**config.mk**
```make
export PLATFORM = sky130hd
export DESIGN_NAME = mi3_midq
export DESIGN_NICKNAME = d
export VERILOG_FILES = /design/src/mi3_pkg.sv /design/src/mi3_midq.sv
export SDC_FILE = /design/constraint.sdc
export NUM_CORES = 1
export LEC_CHECK = 0
export BUFFER_PORTS_ARGS = -buffer_cell sky130_fd_sc_hd__buf_4
export CAP_MARGIN = 5
export CORE_AREA = 2 2 531 533
export DETAILED_ROUTE_END_ITERATION = 8
export DIE_AREA = 0 0 533 535
export PLACE_DENSITY = 0.33
export SYNTH_ARGS = -nofsm -noshare
export SYNTH_HDL_FRONTEND = slang
export SYNTH_SLANG_ARGS = --single-unit
```
**constraint.sdc**
```tcl
create_clock -name i_clk -period 46.4 [get_ports i_clk]
set_input_delay 9.28 -clock i_clk [delete_from_list [all_inputs] [get_ports i_clk]]
set_output_delay 9.28 -clock i_clk [all_outputs]
set_load 0.02 [all_outputs]
```
**src/mi3_pkg.sv**
```systemverilog
// mi3_pkg: types and constants shared by the 3x3 adjugate inverse block
// no dependencies
package mi3_pkg;

    localparam int unsigned ENTRY_W   = 32;
    localparam int unsigned TOL_W     = 48;
    localparam int unsigned CMAG_W    = 64;
    localparam int unsigned DMAG_W    = 97;
    localparam int unsigned DIV_STEPS = 32;
    localparam logic [TOL_W-1:0] TOL_RESET = 48'd4295;

    typedef struct packed {
        logic signed [ENTRY_W-1:0] m00;
        logic signed [ENTRY_W-1:0] m01;
        logic signed [ENTRY_W-1:0] m02;
        logic signed [ENTRY_W-1:0] m10;
        logic signed [ENTRY_W-1:0] m11;
        logic signed [ENTRY_W-1:0] m12;
        logic signed [ENTRY_W-1:0] m20;
        logic signed [ENTRY_W-1:0] m21;
        logic signed [ENTRY_W-1:0] m22;
    } t_in;

    typedef struct packed {
        logic signed [ENTRY_W-1:0] r00;
        logic signed [ENTRY_W-1:0] r01;
        logic signed [ENTRY_W-1:0] r02;
        logic signed [ENTRY_W-1:0] r10;
        logic signed [ENTRY_W-1:0] r11;
        logic signed [ENTRY_W-1:0] r12;
        logic signed [ENTRY_W-1:0] r20;
        logic signed [ENTRY_W-1:0] r21;
        logic signed [ENTRY_W-1:0] r22;
        logic                      ok;
        logic                      saturated;
    } t_out;

    // classified request handed from front to back
    typedef struct packed {
        logic [8:0][CMAG_W-1:0] mag;
        logic [8:0]             neg;
        logic [DMAG_W-1:0]      dmag;
        logic                   dneg;
        logic                   ok;
    } t_mid;

endpackage

```
**src/mi3_midq.sv**
```systemverilog
// mi3_midq: two-entry request queue between front and back
// depends on mi3_pkg
module mi3_midq (
    input  logic          i_clk,
    input  logic          i_rst_n,
    input  logic          i_push,
    input  mi3_pkg::t_mid i_data,
    input  logic          i_pop,
    output mi3_pkg::t_mid o_data,
    output logic          o_valid,
    output logic [1:0]    o_cnt
);

    mi3_pkg::t_mid r_mem [2];
    logic          r_wp;
    logic          r_rp;
    logic [1:0]    r_cnt;

    always_ff @(posedge i_clk) begin
        if (!i_rst_n) begin
            r_wp  <= 1'b0;
            r_rp  <= 1'b0;
            r_cnt <= 2'd0;
        end else begin
            if (i_push) r_wp <= ~r_wp;
            if (i_pop)  r_rp <= ~r_rp;
            r_cnt <= r_cnt + 2'(i_push) - 2'(i_pop);
        end
    end

    always_ff @(posedge i_clk) begin
        if (i_push) r_mem[r_wp] <= i_data;
    end

    assign o_data  = r_mem[r_rp];
    assign o_valid = (r_cnt != 2'd0);
    assign o_cnt   = r_cnt;

endmodule

```
**Word level (Yosys, flattened, before mapping)**

Memory sizes are Yosys's and may differ from the RTL's. A register that Yosys moved wholly into a read port is not among the register bits.
Cells that the tools add are included.

- Register bits after elaboration: 4
- Bits in writable memories: 1368
- Input bits: 688
- Output and inout port bits: 687
- Word-level logic and storage cells: 13
- Memories: 1

Memory list:

| name | words | bits a word | read ports | clocked after Yosys merged registers in | write ports | RTL line | source |
|---|---|---|---|---|---|---|---|
| r_mem | 2 | 684 | 1 | 1 | 1 | mi3_midq.sv:14 | `mi3_pkg::t_mid r_mem [2];` |

- Add/subtract/negate cells: 2
- Multiplexer cells: 4
- Bitwise gates (word level): 2
- Reduce and logical (&&, ||, !) cells: 1

Operators with widths:

| cell | number |
|---|---|
| 1-bit two-way mux | 4 |
| 2-bit by 1-bit adder with 2-bit output | 1 |
| 1-bit NOT | 2 |
| 2-bit nonzero test | 1 |
| 2-bit by 1-bit subtractor with 2-bit output | 1 |

**Depth between registers and ports, before layout**

Gate-level depths: netlist of the first run.

- Depth after elaboration: 3
- Gate-level depth with buffers: 6
- Mapped depth without buffers: 6

**Worst setup path after synthesis of the first run**

Ideal clock, no wire load.

- Kind: input-to-reg
- Start: in i_push
- End: reg r_wp
- Setup time: 0.178 ns
- Arrival time: 40.566 ns
- Data required time: 46.222 ns
- Path slack: 5.657 ns
- Cell stages on the path: 2
- Path buffers: 0
- Cells stage by stage: nor2b_1 > o21a_1

RTL lines:

| element | RTL line | source |
|---|---|---|
| from (decl) | mi3_midq.sv:6 | `input logic i_push,` |
| to (signal assigned) | mi3_midq.sv:25 | `if (i_push) r_wp <= ~r_wp;` |
| to (decl) | mi3_midq.sv:15 | `logic r_wp;` |

==> impl_metrics.yaml, run 1 <==
pwr:
  comb_power_share: 0.132
  p_sw_frac: 0.2500
  ir_drop_uv: 28.51
  leakage_nw: 24.85
  power.total_mw: 3.143
  power.clock.fraction: 0.405
  p_seq_frac: 0.463
  power.density_nw_per_um2: 45.19
  p_sw_mw: 0.7856
  p_int_mw: 2.357
layout:
  drive_above_1_share: 0.6122
  layout.nets: 4340
  syn_to_final_growth_pct: 39.31
  fin_util: 0.2494
sta:
  tightest_slew_ps: 1059
  fin_setup_tns_ps: 0
  fin_crit_sh: 0.3347
  maxSlewHeadroom: 0.2940
  slew_violations: 0
  holdWs_ps: 570.7
  setup_viol: 0
  rsz0062_at_grt: "false"
  hold_viol_final: 0
  fmax_mhz: 64.40
  finalCriticalPeriod_ps: 15530
  fin_worst_skew_ps: 42.45
floorplanning:
  die-height_um: 535
  io_pins: 1375
  core_um2: 278900
  fp.dieW_um: 533
  start_util: 0.1790
  dieArea_um2: 285200
  placementRows: 194
clock_tree:
  clock_latency_ps: 820
  cts_htree_levels: 4
  clk_path_buf_depth: 4
  cts_resized: 0
  ctsHoldBuffers: 0
  cts_setup_buffers: 0
  clk_pin_slew_ps: 50
  cts_tree: "done"
  ctsRootBufferMaster: "clkbuf_16"
  cts_inserted_buffers: 173
  cts.sink_count: 1373
global_routing:
  grt_start_max_net_pins: 145
  grt_pass1_wl_um: 260200
  overflow: 0
  gr-usage-all-layers: 0.1338
  antenna_found_initial: 67
  grt_pass1_vias: 28010
synthesis:
  synth.net_count: 2838
  synthCells: 2148
  seq_area_frac_synth: 0.8249
  synth-seq-cells: 1373
  ys.warnings.count: 0
  syn_area_um2: 49920
  synth_area_per_cell_um2: 23.24
  ys_types: 14
worst_setup_path:
  required_ps: 37120
  worstSetupEndpointType: "output pin"
  rr_startpoint: "r_wp"
  worstSetupStartpointType: "flop"
  crit_fanout: 74
  crit_top_cell: "buf_4"
  worst_ep_arrival_time_ps: 6250
  max_stage_delay_ps: 890
  path_cells: "buf_4, buf_4, buf_4, buf_4, buf_4, mux2_2, buf_4"
  critPathKind: "reg2out"
  critPathSlowestCell: "buf_4"
detailed_routing:
  drtIter0Drc: 1420
  met2_length_um: 96280
  met1_length_um: 74880
  wl_per_cell_um: 26.52
  vias: 26620
  drc: 0
  routed_wl_um: 199200
  routed.top_layer: "met5"
  ant_nets: 0
  wl_met3_um: 23340
  drt_pass1_iterations: 4
  via_per_inst: 3.543
place:
  dp_hpwl_um: 150700
  numPortBuffers: 1374
  gp_congestion: 0.8468
flow_run:
  cap_violations: 0
hold_path:
  holdCritStartpoint: "r_rp"
  hold_path.class: "reg2reg"
run_status:
  status: "complete, no violations"
cell families after synthesis:
family | Yosys count | share of synthesized area
compound gates | 1 | 0.0001504
xor+xnor | 2 | 0.0006266
fa+ha+maj | 2 | 0.0005012
buf+inv | 78 | 0.01855
flops | 1373 | 0.8249
mux | 684 | 0.1543
simple gates | 8 | 0.001003
synth_stat cells:
master       n  area share
edfxtp_1  1368        0.82
or2_2        1     0.00013
o21a_1       1     0.00015
dfxtp_1      5      0.0020
clkbuf_8    30      0.0083
mux2_2     684        0.15
and2_1       4     0.00050
nor2b_1      3     0.00038
buf_6       44      0.0099
ha_1         2     0.00050
xor2_1       1     0.00018
xnor3_1      1     0.00045
inv_1        2     0.00015
buf_2        2     0.00020
layout make-up:
class | instances | area, um2
inverter | 2 | 7.507
timing repair buffer | 1403 | 10600
multi-input combinational | 697 | 7826
antenna | 7 | 17.52
sequential | 1373 | 41180
tap | 3724 | 4659
clock inverter | 93 | 719.4
fill | 28640 | 209400
clock buffer | 212 | 4539
power by group through the flow:
stage          logic [mW]  clock network [mW]  registers (mW)
3_3_place_gp        0.428                   0            1.48
3_5_place_dp        0.429                   0            1.48
6_report            0.416                1.27            1.45
2_1_floorplan       0.211                   0            1.53
4_1_cts             0.431                1.33            1.45
5_1_grt             0.445                1.37            1.46
metal layers:
metal,up-vias,GRT usage
li1,11680,-
met1,13410,0.1474
met2,1180,0.2261
met3,313,0.07142
met4,36,0.02992
met5,-,0
registers in the layout (all words and copies together) (netlist names), named ones only:
name and cells:
r_mem 1368, r_wp 1, o_cnt 2, r_rp 1
through the flow:
step / area [um2] / worst slack, ps / instances
2_1_floorplan: 49920 / 5657 / 2148
3_3_place_gp: 64270 / 31510 / 7199
3_5_place_dp: 64270 / 31470 / 7199
4_1_cts: 69530 / 30540 / 7504
5_1_grt: 69530 / 30360 / 7505
6_report: 69550 / 30870 / 7511
final timing paths:
check                                     end  slack, ps  cells after the start
worst max-delay path              o_data[204]      30870                      7
worst min-delay path                     flop        570                      2
worst max register to register  r_mem[1][264]      41760                      5
worst min register to register           flop        570                      2
critical path, delay by kind of cell, from the launching register on:
family | cells | cell delay [ps]
multiplexers | 1 | 430
flip-flops | 1 | 780
buffers and inverters | 6 | 3960
cell usage in the layout (no fill, tap or decap), types with 2 or more instances in the layout:
cell type      n
inv_1          2
clkinvlp_4     2
buf_4       1398
and2_1         3
clkinv_1      46
clkinv_2      24
inv_6          3
buf_12         5
ha_1           2
mux2_2       684
bufinv_16      9
edfxtp_1    1368
nor2b_1        2
clkinv_8       3
dfxtp_1        4
diode_2        7
clkinv_4       4
clkbuf_1      36
clkbuf_16    176
(Power assumes the default switching activity.)
==> run 2: changes to the inputs <==
==> constraint.sdc (replaced) <==
create_clock -name i_clk -period 15.3 [get_ports i_clk]
set_input_delay 3.06 -clock i_clk [delete_from_list [all_inputs] [get_ports i_clk]]
set_output_delay 3.06 -clock i_clk [all_outputs]
set_load 0.02 [all_outputs]
==> impl_metrics.yaml, run 2 (same netlist as run 1, synthesis figures left out) <==
clock_tree:
  cts_inserted_buffers: 173
  clk_path_buf_depth: 4
  cts_tree: "done"
  cts_resized: 0
  ctsRootBufferMaster: "clkbuf_16"
  cts_htree_levels: 4
  cts_setup_buffers: 0
  clock_latency_ps: 790
  ctsHoldBuffers: 0
  cts.sink_count: 1373
  clk_pin_slew_ps: 50
sta:
  slew_violations: 0
  rsz0062_at_grt: "false"
  setup_viol: 0
  hold_viol_final: 0
  maxSlewHeadroom: 0.2926
  finalCriticalPeriod_ps: 7805
  fin_worst_skew_ps: 31.76
  tightest_slew_ps: 1061
  fin_ws_ps: 7495
  fmax_mhz: 128.1
  fin_crit_sh: 0.5101
  fin_setup_tns_ps: 0
floorplanning:
  io_pins: 1375
  placementRows: 194
  start_util: 0.1790
  die-height_um: 535
  fp.dieW_um: 533
  dieArea_um2: 285200
  core_um2: 278900
worst_setup_path:
  worstSetupEndpointType: "output pin"
  worst_ep_arrival_time_ps: 4750
  critPathKind: "reg2out"
  rr_startpoint: "r_wp"
  r2r_cells: 4
  worstSetupStartpointType: "flop"
  crit_fanout: 117
  required_ps: 12240
layout:
  multi_input_area_um2: 7826
  design_area_um2: 69510
  largest_reg_flops: 1368
  drive_above_1_share: 0.6089
  regArea_um2: 41180
  syn_to_final_growth_pct: 39.23
  layout_common_cells: "1,384 x buf_4, 1,368 x edfxtp_1, 684 x mux2_2, 175 x clkbuf_16, 48 x clkbuf_1"
  layout.nets: 4333
  mostFrequentLayoutCell: "buf_4"
  largest_register: "r_mem"
  fillers: 28760
global_routing:
  grt_start_max_net_pins: 134
  overflow: 0
  antenna_found_initial: 79
  grt_pass1_vias: 28340
  grt_pass1_wl_um: 258400
  gr-usage-all-layers: 0.1325
place:
  place_area_um2: 64310
  gp_congestion: 0.7954
  pre_cts_slack_ps: 8306
  dp_hpwl_um: 147500
  numPortBuffers: 1374
pwr:
  ir_drop_uv: 81.58
  power.density_nw_per_um2: 136.0
  p_sw_mw: 2.373
  p_sw_frac: 0.2510
  leakage_nw: 24.78
  power.clock.fraction: 0.400
  p_int_mw: 7.082
  p_seq_frac: 0.466
  comb_power_share: 0.134
run_status:
  status: "complete, no violations"
hold_path:
  holdPathStages: 2
  hold_path.class: "reg2reg"
  holdCritStartpoint: "r_rp"
detailed_routing:
  via_per_inst: 3.556
  routed_wl_um: 197500
  drt_pass1_iterations: 4
  wl_per_cell_um: 26.29
  drtIter0Drc: 1233
  drc: 0
  ant_nets: 0
  vias: 26710
flow_run:
  cap_violations: 0
[run 2: cell types whose count changed in the layout (fill, tap and decap cells not counted), moves of 4 or more]
cell	before	now
buf_12	5	12
buf_4	1398	1384
bufinv_16	9	5
clkbuf_1	36	48
clkinv_2	24	19
diode_2	7	15
inv_6	3	7
[run 2: metrics by stage]
stage,hold WS (ps),utilization,power [mW],instances
4_1_cts,573.1,0.2491,9.672,7495
6_report,568.2,0.2492,9.455,7510
3_3_place_gp,563.4,0.2306,5.795,7192
5_1_grt,585.5,0.2491,9.852,7502
3_5_place_dp,562.6,0.2306,5.794,7192
2_1_floorplan,554.6,-,5.165,2148
[run 2: power by group through the flow]
stage	registers, mW	logic [mW]	clock network (mW)
finish	4.41	1.27	3.78
global route	4.42	1.35	4.08
CTS	4.41	1.31	3.95
detailed placement	4.49	1.31	0
global placement	4.49	1.31	0
floorplan	4.53	0.639	0
[run 2: area by class of cell]
type,instances,share of cell area
clock inverters,80,0.008677
flip-flops and latches,1373,0.5925
inverters,2,0.0001080
multi-input cells,697,0.1126
repair buffers,1396,0.1529
diodes,15,0.0005400
clock buffers,223,0.06560
well taps,3724,0.06704
[run 2: layer usage]
layer	vias to the layer above	track usage	share of wire
met5	-	0	0.0013
met4	38	0.03466	0.023
met3	330	0.06878	0.11
met2	1184	0.2271	0.49
met1	13480	0.1425	0.37
li1	11680	-	-
[run 2: path summary, 6_finish.rpt]
| path | endpoint | slack [ps] |
|---|---|---|
| worst max-delay path | o_data[425] | 7490 |
| worst min-delay path | flop | 570 |
| worst max register to register | r_mem[0][452] | 11510 |
| worst min register to register | flop | 570 |
[run 2: worst max-delay path, stage by stage (launching register included)]
cell and delay, ps:
dfxtp_4 950, buf_12 650, buf_12 500, buf_4 800, mux2_2 430, buf_4 160
==> run 3: changes to the inputs <==
--- a/config.mk
+++ b/config.mk
@@ -5,11 +5,12 @@
 export SDC_FILE = /design/constraint.sdc
 export NUM_CORES = 1
 export LEC_CHECK = 0
+export ABC_AREA = 1
 export BUFFER_PORTS_ARGS = -buffer_cell sky130_fd_sc_hd__buf_4
 export CAP_MARGIN = 5
-export CORE_AREA = 2 2 531 533
+export CORE_AREA = 2 2 542 544
 export DETAILED_ROUTE_END_ITERATION = 8
-export DIE_AREA = 0 0 533 535
+export DIE_AREA = 0 0 544 546
 export PLACE_DENSITY = 0.33
 export SYNTH_ARGS = -nofsm -noshare
 export SYNTH_HDL_FRONTEND = slang
==> constraint.sdc (replaced) <==
create_clock -name i_clk -period 7.1 [get_ports i_clk]
set_input_delay 1.42 -clock i_clk [delete_from_list [all_inputs] [get_ports i_clk]]
set_output_delay 1.42 -clock i_clk [all_outputs]
set_load 0.02 [all_outputs]
==> impl_metrics.yaml, run 3 <==
run_status:
  status: "complete, no violations"
clock_tree:
  clock_latency_ps: 810
  clk_pin_slew_ps: 50
  ctsHoldBuffers: 0
  cts.sink_count: 1373
  ctsRootBufferMaster: "clkbuf_16"
  cts_resized: 0
  cts_setup_buffers: 0
  clk_path_buf_depth: 4
  cts_tree: "done"
  cts_htree_levels: 4
  cts_inserted_buffers: 172
floorplanning:
  core_um2: 292100
  fp.dieW_um: 544
  die-height_um: 546
  dieArea_um2: 297000
  start_util: 0.1709
  placementRows: 199
  io_pins: 1375
synthesis:
  synthCells: 2160
  synth_area_leaders: "edfxtp_1 82%, mux2_2 15%, buf_6 0.99%"
  synth_top_area_cell: "edfxtp_1"
  synth_area_per_cell_um2: 23.11
  synth.net_count: 2850
  synthTopCellsByCount: "1,368 x edfxtp_1, 684 x mux2_2, 44 x buf_6, 30 x clkbuf_8, 9 x nand2_1"
  synth_top_area_share: 0.8229
  synth_edf_count: 1368
  synth-seq-cells: 1373
  ys.warnings.count: 0
  async_flop_share: 0
  yosysMostFrequentCell: "edfxtp_1"
  seq_area_frac_synth: 0.8249
  syn_area_um2: 49920
  synth-main-ff-cell: "edfxtp_1"
  ys_types: 12
detailed_routing:
  via_per_inst: 3.481
  drc: 0
  ant_nets: 0
  routed_wl_um: 196300
  drt_pass1_iterations: 5
  vias: 26860
  drtIter0Drc: 1274
  wl_per_cell_um: 25.44
place:
  gp_congestion: 0.7787
  numPortBuffers: 1374
  pre_cts_slack_ps: 3056
  dp.cells: 7410
  dp_hpwl_um: 146600
  place_area_um2: 64710
layout:
  fin_util: 0.2392
  mostFrequentLayoutCell: "buf_4"
  layout.nets: 4355
  drive_above_1_share: 0.6085
  fillers: 30480
  syn_to_final_growth_pct: 39.91
  largest_register: "r_mem"
  layout_common_cells: "1,391 x buf_4, 1,368 x edfxtp_1, 684 x mux2_2, 173 x clkbuf_16, 52 x clkbuf_1"
  design_area_um2: 69850
  largest_reg_flops: 1368
  final_cell_count_no_fill: 7717
sta:
  setup_viol: 0
  maxSlewHeadroom: 0.2531
  fin_crit_sh: 0.6492
  hold_viol_final: 0
  fin_ws_ps: 2491
  slew_violations: 0
  rsz0062_at_grt: "false"
  fmax_mhz: 216.9
  fin_worst_skew_ps: 45.71
  tightest_slew_ps: 1120
  finalCriticalPeriod_ps: 4609
worst_setup_path:
  critPathSlowestCell: "buf_4"
  path_cells: "buf_4, mux2_2, buf_4"
  worstSetupEndpointType: "output pin"
  required_ps: 5680
  worstSetupStartpointType: "flop"
  crit_top_cell: "buf_4"
  crit_fanout: 60
  max_stage_delay_ps: 820
  worst_ep_arrival_time_ps: 3190
  critPathKind: "reg2out"
hold_path:
  hold_path.class: "reg2reg"
global_routing:
  overflow: 0
  gr-usage-all-layers: 0.1267
  top_usage_layer: "met2"
  grt_pass1_wl_um: 256600
  antenna_found_initial: 112
  grt_use_met2: 0.2109
  use_met3: 0.06898
  grt_start_max_net_pins: 133
  met1_usage: 0.1403
  grt_pass1_vias: 28530
pwr:
  power.density_nw_per_um2: 288.0
  leakage_nw: 24.83
  ir_drop_uv: 176.5
flow_run:
  cap_violations: 0
## run 3: changes by cell type after synthesis, sizes merged, moves of 3 or more
cell / change
nand2: +9
nor2: +7
inv: +5
and2: -4
nor2b: -3
## run 3: cell families after synthesis
| logic type | after synthesis | share of synthesized area |
|---|---|---|
| buf+inv | 83 | 0.01892 |
| mux | 684 | 0.1543 |
| fa+ha+maj | 2 | 0.0005012 |
| simple gates | 17 | 0.001303 |
| flops | 1373 | 0.8249 |
| compound gates | 1 | 0.0001002 |
## run 3: cell type report
cell class / count / area (um2) / area share
inverters: 7 / 42.54 / 0.0006091
flip-flops and latches: 1373 / 41180 / 0.5896
repair buffers: 1407 / 10760 / 0.1541
diodes: 18 / 45.04 / 0.0006449
clock inverters: 64 / 564.3 / 0.008079
clock buffers: 225 / 4524 / 0.06478
multi-input cells: 704 / 7821 / 0.1120
well taps: 3919 / 4903 / 0.07020
## run 3: path summary, 6_finish.rpt
path              from           end  slack, ps  cells after the start
setup / recovery  flop   o_data[483]       2490                      3
hold / removal    r_rp          flop        500                      2
setup reg to reg  r_wp  r_mem[1][46]       4410                      4
hold reg to reg   r_rp          flop        500                      2
## run 3: metrics by stage
step / hold WS, ps / setup TNS [ps] / power (mW)
6_report: 498.7 / 0 / 20.11
5_1_grt: 526.4 / 0 / 20.97
4_1_cts: 500.4 / 0 / 20.59
3_5_place_dp: 486.4 / 0 / 12.20
3_3_place_gp: 478.0 / 0 / 12.20
2_1_floorplan: 463.5 / -6791320 / 10.99
## run 3: power by group
group / internal (mW) / switching, mW / total [mW]
combinational: 1.04 / 1.40 / 2.44
clock: 4.72 / 3.44 / 8.16
sequential: 9.41 / 0.106 / 9.52
## run 3: critical path: cells and delay by family, from the launching register on
kind | cells | cell delay (ps)
buffers and inverters | 2 | 990
flip-flops | 1 | 770
multiplexers | 1 | 450
## run 3: layer usage
layer	vias up	part of all wire
met5	-	0.0019
met4	60	0.024
met3	372	0.12
met2	1250	0.47
met1	13470	0.38
li1	11710	-
